[config.mk]
export PLATFORM = sky130hd
export DESIGN_NAME = circular_next_free_slot_allocator
export DESIGN_NICKNAME = d
export VERILOG_FILES = /design/src/rtl/cnfsa_pkg.sv /design/src/rtl/circular_next_free_slot_allocator.sv /design/src/rtl/cnfsa_ram.sv /design/src/rtl/cnfsa_scan.sv
export SDC_FILE = /design/constraint.sdc
export NUM_CORES = 2
export LEC_CHECK = 0
export ABC_AREA = 1
export BUFFER_PORTS_ARGS = -buffer_cell sky130_fd_sc_hd__buf_2
export CAP_MARGIN = 25
export CORE_MARGIN = 5
export CORE_UTILIZATION = 57
export DETAILED_ROUTE_END_ITERATION = 10
export PLACE_DENSITY_LB_ADDON = 0.15
export SETUP_SLACK_MARGIN = 0.02
export SYNTH_ARGS = -nofsm -noshare
export SYNTH_HDL_FRONTEND = slang
export SYNTH_SLANG_ARGS = --single-unit
[constraint.sdc]
create_clock -name clk -period 6 [get_ports clk]
set_clock_uncertainty 0.2 [all_clocks]
set_input_delay 0.9 -clock clk [delete_from_list [all_inputs] [get_ports clk]]
set_output_delay 0.9 -clock clk [all_outputs]
set_load 0.05 [all_outputs]
[src/rtl/cnfsa_pkg.sv]
// cnfsa_pkg: shared constants, result codes and scan types for the
// circular next-free-slot allocator. No dependencies.
package cnfsa_pkg;

    // field and register widths
    localparam int COUNT_W   = 11;
    localparam int STATUS_W  = 2;
    localparam int SPOTS_DEF = 1024;

    // occupancy memory word geometry
    localparam int WORD_W = 32;
    localparam int OFF_W  = 5;
    localparam int WIDX_W = COUNT_W - OFF_W;

    // result codes
    localparam logic [STATUS_W-1:0] GS_GRANTED = 2'd0;
    localparam logic [STATUS_W-1:0] GS_FULL    = 2'd1;
    localparam logic [STATUS_W-1:0] GS_RANGE   = 2'd2;

    // how a word is looked at during the search
    typedef struct packed {
        logic             first_visit;  // start word, slots at or after the start
        logic             final_visit;  // start word again, slots before the start
        logic             last_word;    // word holding the highest slot in use
        logic [OFF_W-1:0] start_off;    // bit of the start slot in its word
        logic [OFF_W-1:0] last_off;     // bit of the highest slot in use
    } scan_ctl_t;

    typedef struct packed {
        logic              found;
        logic [OFF_W-1:0]  bit_pos;
        logic [WORD_W-1:0] new_word;
    } scan_res_t;

endpackage

[src/rtl/circular_next_free_slot_allocator.sv]
// circular_next_free_slot_allocator: top level, request control and
// occupancy memory. Depends on cnfsa_pkg, cnfsa_ram and cnfsa_scan.
//
// Occupancy lives in a ram of ceil(SPOTS/32) words of 32 slots each. After
// reset a clearing pass writes one word a cycle over every word, before the
// first request is taken; spot_count writes are taken throughout. An
// accepted request reads the wanted slot's word and scans each word read:
// a free slot found is written back marked taken, else the next word is
// read, wrapping after the highest word in use, until the start word is
// seen again for the slots before the wanted one; a wanted slot out of
// range skips the search. The ram read is registered, once per word
// visited. One result follows each request, held in an output register so
// the next request can be taken while it waits.
module circular_next_free_slot_allocator #(
    parameter int SPOTS = cnfsa_pkg::SPOTS_DEF
) (
    input  logic                            clk,
    input  logic                            rst_n,
    input  logic                            cfg_we,
    input  logic [cnfsa_pkg::COUNT_W-1:0]   cfg_wdata,
    input  logic                            in_valid,
    output logic                            in_ready,
    input  logic [cnfsa_pkg::COUNT_W-1:0]   wanted_spot,
    output logic                            out_valid,
    input  logic                            out_ready,
    output logic [cnfsa_pkg::COUNT_W-1:0]   granted_spot,
    output logic [cnfsa_pkg::STATUS_W-1:0]  grant_status
);
    import cnfsa_pkg::*;

    localparam int WORDS  = (SPOTS + WORD_W - 1) / WORD_W;
    localparam int ADDR_W = (WORDS > 1) ? $clog2(WORDS) : 1;
    localparam logic [31:0] SPOTS_U = 32'(SPOTS);

    typedef enum logic [1:0] {
        S_CLEAR,
        S_IDLE,
        S_SEARCH,
        S_RESP
    } state_t;

    state_t                state_reg;
    logic [ADDR_W-1:0]     clr_addr_reg;
    logic [COUNT_W-1:0]    spot_count_reg;
    logic [WIDX_W-1:0]     cur_word_reg;
    logic [WIDX_W-1:0]     start_word_reg;
    logic [OFF_W-1:0]      start_off_reg;
    logic                  first_reg;
    logic [COUNT_W-1:0]    res_spot_reg;
    logic [STATUS_W-1:0]   res_status_reg;
    logic                  out_valid_reg;
    logic [COUNT_W-1:0]    granted_reg;
    logic [STATUS_W-1:0]   status_reg;

    logic [COUNT_W-1:0]    eff_n;
    logic [COUNT_W-1:0]    n_minus1;
    logic [WIDX_W-1:0]     last_word;
    logic [COUNT_W-1:0]    wanted_m1;
    logic                  out_of_range;
    logic                  in_xact;
    logic                  final_visit;
    logic [WIDX_W-1:0]     next_word;
    logic                  out_free;

    logic                  ram_we;
    logic [ADDR_W-1:0]     ram_waddr;
    logic [WORD_W-1:0]     ram_wdata;
    logic                  ram_re;
    logic [ADDR_W-1:0]     ram_raddr;
    logic [WORD_W-1:0]     ram_rdata;

    scan_ctl_t             scan_ctl;
    scan_res_t             scan_res;

    // effective count, saturated to the capacity
    assign eff_n = (32'(spot_count_reg) > SPOTS_U) ? SPOTS_U[COUNT_W-1:0] : spot_count_reg;
    assign n_minus1  = eff_n - COUNT_W'(1);
    assign last_word = n_minus1[COUNT_W-1:OFF_W];

    // request decode
    assign wanted_m1    = wanted_spot - COUNT_W'(1);
    assign out_of_range = (wanted_spot == '0) || (wanted_spot > eff_n);
    assign in_ready     = (state_reg == S_IDLE);
    assign in_xact      = in_valid && in_ready;

    // search walk
    assign final_visit = (cur_word_reg == start_word_reg) && !first_reg;
    assign next_word   = (cur_word_reg == last_word) ? '0 : cur_word_reg + WIDX_W'(1);

    assign scan_ctl.first_visit = first_reg;
    assign scan_ctl.final_visit = final_visit;
    assign scan_ctl.last_word   = (cur_word_reg == last_word);
    assign scan_ctl.start_off   = start_off_reg;
    assign scan_ctl.last_off    = n_minus1[OFF_W-1:0];

    cnfsa_scan u_scan (
        .word_data (ram_rdata),
        .ctl       (scan_ctl),
        .res       (scan_res)
    );

    // ram port control
    always_comb
    begin
        ram_we    = 1'b0;
        ram_waddr = clr_addr_reg;
        ram_wdata = '0;
        ram_re    = 1'b0;
        ram_raddr = ADDR_W'(wanted_m1[COUNT_W-1:OFF_W]);
        case (state_reg)
            S_CLEAR:
            begin
                ram_we = 1'b1;
            end
            S_IDLE:
            begin
                ram_re = in_xact && !out_of_range;
            end
            S_SEARCH:
            begin
                if (scan_res.found)
                begin
                    ram_we    = 1'b1;
                    ram_waddr = ADDR_W'(cur_word_reg);
                    ram_wdata = scan_res.new_word;
                end
                else if (!final_visit)
                begin
                    ram_re    = 1'b1;
                    ram_raddr = ADDR_W'(next_word);
                end
            end
            default:
            begin
                ram_we = 1'b0;
            end
        endcase
    end

    cnfsa_ram #(
        .WIDTH (WORD_W),
        .DEPTH (WORDS)
    ) u_occ_ram (
        .clk   (clk),
        .we    (ram_we),
        .waddr (ram_waddr),
        .wdata (ram_wdata),
        .re    (ram_re),
        .raddr (ram_raddr),
        .rdata (ram_rdata)
    );

    // count register
    always_ff @(posedge clk or negedge rst_n)
    begin
        if (!rst_n)
        begin
            spot_count_reg <= COUNT_W'(1024);
        end
        else if (cfg_we)
        begin
            spot_count_reg <= cfg_wdata;
        end
    end

    assign out_free = !out_valid_reg || out_ready;

    // request state machine and output register
    always_ff @(posedge clk or negedge rst_n)
    begin
        if (!rst_n)
        begin
            state_reg     <= S_CLEAR;
            clr_addr_reg  <= '0;
            out_valid_reg <= 1'b0;
            first_reg     <= 1'b0;
        end
        else
        begin
            // the response state reloads the output register itself
            if (out_valid_reg && out_ready && state_reg != S_RESP)
            begin
                out_valid_reg <= 1'b0;
            end
            case (state_reg)
                S_CLEAR:
                begin
                    clr_addr_reg <= clr_addr_reg + ADDR_W'(1);
                    if (clr_addr_reg == ADDR_W'(WORDS - 1))
                    begin
                        state_reg <= S_IDLE;
                    end
                end
                S_IDLE:
                begin
                    if (in_xact)
                    begin
                        if (out_of_range)
                        begin
                            res_spot_reg   <= '0;
                            res_status_reg <= GS_RANGE;
                            state_reg      <= S_RESP;
                        end
                        else
                        begin
                            start_word_reg <= wanted_m1[COUNT_W-1:OFF_W];
                            cur_word_reg   <= wanted_m1[COUNT_W-1:OFF_W];
                            start_off_reg  <= wanted_m1[OFF_W-1:0];
                            first_reg      <= 1'b1;
                            state_reg      <= S_SEARCH;
                        end
                    end
                end
                S_SEARCH:
                begin
                    if (scan_res.found)
                    begin
                        res_spot_reg   <= {cur_word_reg, scan_res.bit_pos} + COUNT_W'(1);
                        res_status_reg <= GS_GRANTED;
                        state_reg      <= S_RESP;
                    end
                    else if (final_visit)
                    begin
                        res_spot_reg   <= '0;
                        res_status_reg <= GS_FULL;
                        state_reg      <= S_RESP;
                    end
                    else
                    begin
                        cur_word_reg <= next_word;
                        first_reg    <= 1'b0;
                    end
                end
                S_RESP:
                begin
                    if (out_free)
                    begin
                        out_valid_reg <= 1'b1;
                        granted_reg   <= res_spot_reg;
                        status_reg    <= res_status_reg;
                        state_reg     <= S_IDLE;
                    end
                end
                default:
                begin
                    state_reg <= S_IDLE;
                end
            endcase
        end
    end

    assign out_valid    = out_valid_reg;
    assign granted_spot = granted_reg;
    assign grant_status = status_reg;

    // a grant names a slot within the count in use
    a_grant_in_range: assert property (@(posedge clk) disable iff (!rst_n)
        (out_valid && grant_status == GS_GRANTED) |->
        (granted_spot != '0 && granted_spot <= eff_n))
        else $error("grant outside the slots in use");

    // a refused transaction carries slot zero
    a_no_grant_zero: assert property (@(posedge clk) disable iff (!rst_n)
        (out_valid && grant_status != GS_GRANTED) |-> (granted_spot == '0))
        else $error("refused transaction carries a slot");

    // an accepted transaction leaves the idle state
    a_busy_after_accept: assert property (@(posedge clk) disable iff (!rst_n)
        in_xact |=> (state_reg == S_SEARCH || state_reg == S_RESP))
        else $error("accepted transaction not taken up");

    // the walk never leaves the words in use
    a_walk_bounded: assert property (@(posedge clk) disable iff (!rst_n)
        (state_reg == S_SEARCH) |-> (cur_word_reg <= last_word))
        else $error("search word beyond the count in use");

endmodule

[src/rtl/cnfsa_ram.sv]
// cnfsa_ram: generic single-port-write, single-port-read ram with a
// registered read. No dependencies.
module cnfsa_ram #(
    parameter int WIDTH = 32,
    parameter int DEPTH = 32,
    localparam int AW = (DEPTH > 1) ? $clog2(DEPTH) : 1
) (
    input  logic             clk,
    input  logic             we,
    input  logic [AW-1:0]    waddr,
    input  logic [WIDTH-1:0] wdata,
    input  logic             re,
    input  logic [AW-1:0]    raddr,
    output logic [WIDTH-1:0] rdata
);

    logic [WIDTH-1:0] mem [0:DEPTH-1];

    // write port
    always_ff @(posedge clk)
    begin
        if (we)
        begin
            mem[waddr] <= wdata;
        end
    end

    // registered read port
    always_ff @(posedge clk)
    begin
        if (re)
        begin
            rdata <= mem[raddr];
        end
    end

endmodule

[src/rtl/cnfsa_scan.sv]
// cnfsa_scan: masks one occupancy word to the slots eligible on this visit,
// finds the lowest free one and builds the word with it marked taken.
// Depends on cnfsa_pkg.
module cnfsa_scan (
    input  logic [cnfsa_pkg::WORD_W-1:0] word_data,
    input  cnfsa_pkg::scan_ctl_t         ctl,
    output cnfsa_pkg::scan_res_t         res
);
    import cnfsa_pkg::*;

    logic [WORD_W-1:0] ones;
    logic [WORD_W-1:0] limit_mask;
    logic [WORD_W-1:0] start_mask;
    logic [WORD_W-1:0] free_bits;
    logic [OFF_W-1:0]  pos;

    assign ones = '1;

    // slots above the count in use are never eligible
    assign limit_mask = ctl.last_word ? (ones >> (~ctl.last_off)) : ones;

    // first visit: at or after the start; final visit: before the start
    always_comb
    begin
        if (ctl.final_visit)
        begin
            start_mask = ~(ones << ctl.start_off);
        end
        else if (ctl.first_visit)
        begin
            start_mask = ones << ctl.start_off;
        end
        else
        begin
            start_mask = ones;
        end
    end

    assign free_bits = ~word_data & limit_mask & start_mask;

    // lowest free slot
    always_comb
    begin
        pos = '0;
        for (int i = WORD_W - 1; i >= 0; i--)
        begin
            if (free_bits[i])
            begin
                pos = OFF_W'(i);
            end
        end
    end

    assign res.found    = |free_bits;
    assign res.bit_pos  = pos;
    assign res.new_word = word_data | (WORD_W'(1) << pos);

endmodule
* Yosys cells after proc, flatten, opt, wreduce, memory -nomap -nowiden
Memory sizes are Yosys's and may differ from the RTL's. A register that Yosys moved wholly into a read port is not among the register bits.
Index checks and enable logic that the tools add are counted.
** Storage, ports and cells
- Register bits after elaboration :: 63
- Bits in writable memories :: 1024
- Word-level logic and storage cells :: 146
- Memories kept :: 1
** Memory list
- u_occ_ram.mem :: words 32, bits a word 32, rd ports 1, clocked after Yosys merged registers in 1, write ports 1, line cnfsa_ram.sv:17 : logic [WIDTH-1:0] mem [0:DEPTH-1];
** Cells by class
- Add/subtract/negate cells :: 5
- $lt $le $gt $ge :: 2
- Equality and inequality tests :: 15
- Shifts and indexed selects :: 3
- Mux-type cells :: 81
- Bitwise operators :: 7
- Reduce and logical (&&, ||, !) cells :: 20
** Operator list (count)
- $mux 5 :: 37
- $mux 32 :: 5
- $and 32x32->32 :: 2
- $not 32->32 :: 2
- $mux 11 :: 5
- $or 32x32->32 :: 1
- $reduce_or 32->1 :: 1
- $shl 1x5->32 const A :: 1
- $shl 32x5->32 const A :: 1
- $shr 32x5->32 const A :: 1
- $mux 6 :: 5
- $pmux 11 s2 :: 1
- $sub 11x1->11 const B :: 2
- $mux 2 :: 9
- $mux 1 :: 13
- $eq 6x6->1 :: 2
- $ne 2x2->1 const B :: 6
- $pmux 6 s2 :: 1
- $add 11x1->11 const B :: 1
- $gt 11x11->1 :: 1
- $gt 11x11->1 const B :: 1
- $logic_not 11->1 :: 1
- $reduce_and 5->1 :: 2
- $pmux 2 s4 :: 1
- other kinds (19) :: 31

* Longest topological paths before layout
- Depth in word-level cells :: 44
- Gate-level depth with buffers :: 56
- Mapped depth without buffers :: 54

* By module
From an unflattened synthesis, not the netlist that was laid out.
** Unflattened totals
- Cells, all modules :: 4421
- Area total of the unflattened synthesis :: 48591.6 sq um
** Modules (own cells, without submodules)
- cnfsa_ram :: times used 1, cells an instance 3536, area an instance 42726.0 sq um
- circular_next_free_slot_allocator :: times used 1, cells an instance 473, area an instance 3890.0 sq um
- cnfsa_scan :: times used 1, cells an instance 412, area an instance 1975.6 sq um

* Worst setup path before layout
No wires, ideal clock.
- Path kind :: reg-to-reg
- Start point :: reg spot_count_reg[10]
- End point :: mem u_occ_ram.mem[0][11] (data pin)
- Setup time :: 0.377 ns
- Arrival time :: 5.655 ns
- Required time :: 5.423 ns
- Slack :: -0.232 ns
- Cell stages (with the launch flop) :: 53
- Path buffers :: 3
- Clock period less this slack :: 6.232 ns
- Cells stage by stage :: dfstp_2 inv_2 o21bai_4 buf_6 nand2_1 ha_1 inv_1 nor3_2 nand2_1 nor2_1 nand3_1 nand2_1 inv_1 nor2_1 and2_1 buf_4 buf_2 o21ai_0 [... 17 more ...] nand2_1 nand2_1 nand2_1 nand2_1 nand2_1 nand2_1 nand2_1 nand2_1 nand2_1 nand2_1 nand2_1 nand2_1 nand2_1 inv_1 ha_1 ha_1 nand3_1 a21oi_1
** Between the ends
- Longest elaborated chain between the ends :: 44
- Elaborated cells on any way between the ends :: 46
- Those cells by class :: add/sub: 1; order compare: 1; eq/ne: 1; shift: 2; mux: 36; bitwise: 4; reduce/logical: 1
** Ends and longest elaborated chain
- start: declaration :: line circular_next_free_slot_allocator.sv:44 : logic [COUNT_W-1:0] spot_count_reg;
- start signal: assignment :: line circular_next_free_slot_allocator.sv:162 : spot_count_reg <= cfg_wdata;
- $gt 11x11->1 :: line circular_next_free_slot_allocator.sv:76 : assign eff_n = (32'(spot_count_reg) > SPOTS_U) ? SPOTS_U[COUNT_W-1:0] : spot_count_reg;
- $mux 11 * :: line circular_next_free_slot_allocator.sv:76
- $sub 11x1->11 * :: line circular_next_free_slot_allocator.sv:77 : assign n_minus1 = eff_n - COUNT_W'(1);
- $not 5->5 :: line cnfsa_scan.sv:20 : assign limit_mask = ctl.last_word ? (ones >> (~ctl.last_off)) : ones;
- $shr 32x5->32 :: line cnfsa_scan.sv:20
- $mux 32 * :: line cnfsa_scan.sv:20
- $and 32x32->32 * (2 in series) :: line cnfsa_scan.sv:39 : assign free_bits = ~word_data & limit_mask & start_mask;
- $mux 5 (32 in series) :: line cnfsa_scan.sv:47 : if (free_bits[i])
- $shl 1x5->32 :: line cnfsa_scan.sv:56 : assign res.new_word = word_data | (WORD_W'(1) << pos);
- $or 32x32->32 :: line cnfsa_scan.sv:56
- $mux 32 * :: line circular_next_free_slot_allocator.sv:121 : if (scan_res.found)
- $mux 32 * :: line circular_next_free_slot_allocator.sv:110 : case (state_reg)
- net ram_wdata[11] :: line circular_next_free_slot_allocator.sv:67 : logic [WORD_W-1:0] ram_wdata;
- end: declaration :: line cnfsa_ram.sv:17
Mark *: on every way through the listed nets, which the timed path passes. The rest lies on a longest branch.

* Worst setup path after layout
- Start point :: reg spot_count_reg[10]
- End point :: reg u_occ_ram.rdata[16], read port of u_occ_ram.mem (data pin)
** Between the ends
- Longest elaborated chain between the ends :: 11
- Elaborated cells on any way between the ends :: 20
- Those cells by class :: add/sub: 1; order compare: 2; eq/ne: 1; shift: 1; mux: 8; bitwise: 3; reduce/logical: 4
** Ends and longest elaborated chain
- $gt 11x11->1 :: line circular_next_free_slot_allocator.sv:76
- $mux 11 * :: line circular_next_free_slot_allocator.sv:76
- $sub 11x1->11 :: line circular_next_free_slot_allocator.sv:77
- $not 5->5 :: line cnfsa_scan.sv:20
- $shr 32x5->32 :: line cnfsa_scan.sv:20
- $mux 32 :: line cnfsa_scan.sv:20
- $and 32x32->32 (2 in series) :: line cnfsa_scan.sv:39
- $reduce_or 32->1 :: line cnfsa_scan.sv:54 : assign res.found = |free_bits;
- $mux 1 or $mux 5 (tied branches) :: line circular_next_free_slot_allocator.sv:121
- $pmux 1 s2 or $mux 5 (tied branches) :: line circular_next_free_slot_allocator.sv:110
- end: declaration :: line cnfsa_ram.sv:14 : output logic [WIDTH-1:0] rdata
Every way passes the cells marked *; elsewhere a longest branch is shown, timed or not.
A chain may end at the register's enable or synchronous reset.

==> impl_metrics.toml <==
[floorplanning]
row_count = 104
core-area_mm2 = 0.0805
start_util_pct = 57.5
die_x_um = 295
num_io_pins = 42
die_y_um = 295
dieArea_mm2 = 0.0870

[yosys]
syn_nets = 3703
synth-async-reset-ratio_pct = 1.79
avgSynthCellArea_um2 = 12.7
synthFlopType = "edfxtp_1"
ys.warnings.count = 0
synth-edff-count = 1099
synth-seq-cells = 1119
syn_area_mm2 = 0.0463
synth_cell_types = 58
ys_seq_area_share_pct = 72.4
netlist_instances = 3648

[final_layout]
ff_latch_area_mm2 = 0.0335
final_cell_mix = "edfxtp_1, nor2_1, o21ai_0, nand2_1, o221ai_1"
postLayoutCoreUtil_pct = 68.8
multi_input_area_mm2 = 0.0120
largest_reg_flops = 1024
fillers = 5495
fin_nets = 3934
layout-drive-gt1-share_pct = 16.6
layoutNonFillerInstCount = 5034
mostFrequentLayoutCell = "edfxtp_1"
reg.largest.list = "u_occ_ram.mem (1024), u_occ_ram.rdata (32)"
area_growth_pct = 19.7
regMostFlops = "u_occ_ram.mem"

[clocking]
cts-root-buf = "clkbuf_16"
worstSkewPairLatency_ns = 0.70
clkTransAtPathRegs_ns = 0.06
numCtsBuffers = 110
cts_tree = "done"
clockBufferDepth = 3
cts.sinks = 1119
h-tree-depth = 3

[worst_setup_path]
crit_top_cell = "nand2_1"
start_kind = "flip-flop"
cp_max_fo = 29
cp.required_ns = 6.30
cp_data_arrival_time_ns = 6.11
slowest_stage = "dfstp_2"
r2r_cells = 35
critPathCaptureType = "flip-flop"
slowest_delay_ns = 0.54
critical_path_class = "reg -> reg"

[timing]
holdWs_ns = 0.215
relSlewSlack_pct = 34.0
setup_viol = 0
slew_viol_final = 0
finalCritPeriodShare_pct = 96.9
rsz0062_at_grt = "yes"
hold_viol = 0
max_freq_ghz = 0.172
period_minus_slack_ns = 5.81
setup_slack_ns = 0.186
tightest_slew_ns = 0.986
setup_tns_ns = 0

[outcome]
status = "complete, no violations"

[route]
avgRoutedWirePerCell_um = 29.3
drt.antenna.violating_nets = 0
drt-vias-per-instance = 6.62
routed_wl_mm = 148
drc_errors = 0
vias = 33300
first_iter_violations = 4583
detail_route.first_pass.iterations = 6

[placement]
gp_congestion = 0.945
dp.cells = 4777
dp_worst_setup_slack_ns = -0.164
dp_hpwl_mm = 83.0
io_buffers = 41

[grt]
grt_max_degree = 93
grt_use_met2_pct = 52.1
met3_usage_pct = 6.33
grt_busiest_layer = "met2"
grt_overflow = 0
grt_pass1_wl_mm = 207
grtUsageMet1_pct = 43.9
antenna_found_initial = 2
grt_pass1_vias = 31700
grt_use_total_pct = 32.2

[pwr]
p_per_area_mw_per_mm2 = 375
intPower_w = 0.0148
p_leak_nw = 18.8
vdd_drop_max_uv = 321
pwr-share-clk_pct = 33.6
p_seq_share_pct = 46.7
p_sw_share_pct = 28.8
power.switching_w = 0.00598
comb_power_share_pct = 19.8

[flow_run]
maxCapViolations = 0

[min_path]
hold_class = "in -> reg"
worstHoldPathCells = 2
## timing repair
item | 4_1_cts | 5_1_grt
resized for setup | 13 | 92
setup buffers | 1 | 26
pin swaps | 1 | 27
endpoints found under the hold margin | 19 | 0
cloned | 2 | 20
setup endpoints to repair | 294 | 2052
hold buffers | 1 | 0
## cells in the mapped netlist (2+ instances only)
cell,number,share of area (%)
nor2_2,3,0.041
buf_4,12,0.19
o21a_1,3,0.049
nand4_1,21,0.28
o21ai_1,75,0.81
nor2_1,677,5.5
a211oi_1,7,0.11
mux2_2,3,0.073
buf_2,93,1.0
and2_1,2,0.027
xor2_1,8,0.15
nand3_1,110,1.2
buf_1,10,0.081
buf_6,5,0.12
inv_4,3,0.041
o21ai_0,540,5.8
o211ai_1,52,0.84
inv_2,4,0.032
a31oi_1,41,0.55
a21oi_1,48,0.52
edfxtp_1,1099,71
clkbuf_2,3,0.032
ha_1,28,0.76
a2111oi_0,3,0.057
o22ai_1,77,1.0
o2111ai_2,2,0.065
nor3_1,9,0.097
a221oi_1,2,0.038
xnor2_1,4,0.076
inv_1,122,0.99
o2111ai_1,15,0.28
o31ai_1,2,0.032
o221ai_1,181,3.4
o221ai_2,3,0.097
nand2_1,220,1.8
dfrtp_1,19,1.0
clkbuf_1,119,0.96
nand2_2,3,0.041
## worst max-delay path: cells and delay by family, from the launching register on
| family | cells | cell delay (ns) |
|---|---|---|
| AOI/OAI and AO/OA | 7 | 1.26 |
| adders and majority gates | 1 | 0.16 |
| buffers and inverters | 9 | 1.14 |
| DFF | 1 | 0.54 |
| and+or+nand+nor | 18 | 2.23 |
## power groups by stage
stage	sequential [W]	combinational [W]	clock (W)
6_report	0.00969	0.00410	0.00697
2_1_floorplan	0.00988	0.00176	0
4_1_cts	0.00969	0.00375	0.00703
3_5_place_dp	0.00985	0.00370	0
5_1_grt	0.00972	0.00432	0.00737
3_3_place_gp	0.00984	0.00362	0
## cell type report
cell class / instances / share of cell area [%]
Inverter: 130 / 0.967
Sequential cell: 1119 / 60.5
Clock inverter: 76 / 1.53
Antenna cell: 3 / 0.0136
Multi-Input combinational cell: 2164 / 21.6
Timing Repair Buffer: 352 / 7.90
Timing Repair inverter: 2 / 0.0407
Clock buffer: 128 / 5.09
Tap cell: 1060 / 2.39
## final timing paths
check | start | slack (ns) | end
max | spot_count_reg[10]$_DFFE_PN1P_ | 0.19 | u_occ_ram.rdata[16]$_DFFE_PP_
min | out_ready | 0.22 | out_valid$_DFF_PN0_
max reg2reg | spot_count_reg[10]$_DFFE_PN1P_ | 0.19 | u_occ_ram.rdata[16]$_DFFE_PP_
min reg2reg | res_spot_reg[6]$_SDFFCE_PN0P_ | 0.22 | granted_spot[6]$_DFFE_PP_
max in group asynchronous | rst_n | 4.74 | clr_addr_reg[3]$_DFFE_PN0P_
min in group asynchronous | rst_n | 0.50 | state_reg[1]$_DFFE_PN0P_
## routing by layer
metal / up-vias / routed length (µm)
li1: 14200 / -
met1: 16500 / 55000
met2: 2233 / 69500
met3: 411 / 16400
met4: 0 / 6830
met5: - / 0
## cell families (layout without fill, tap and decap cells)
family	count (synthesis)	count (layout)	synth area share [%]
flops	1119	1119	72.4
xor+xnor	12	12	0.227
compound gates	1060	1064	14.0
fa+ha+maj	28	28	0.757
other cells	0	3	0
simple gates	1054	1057	9.14
buf+inv	372	688	3.47
mux	3	3	0.0730
## per-stage QoR
step / power, W / area [µm²]
floorplan: 0.0116 / 46400
global placement: 0.0135 / 50400
detailed placement: 0.0135 / 50500
CTS: 0.0205 / 54300
global route: 0.0214 / 55400
finish: 0.0208 / 55400
Note: power is estimated with default switching activity, not from simulation.
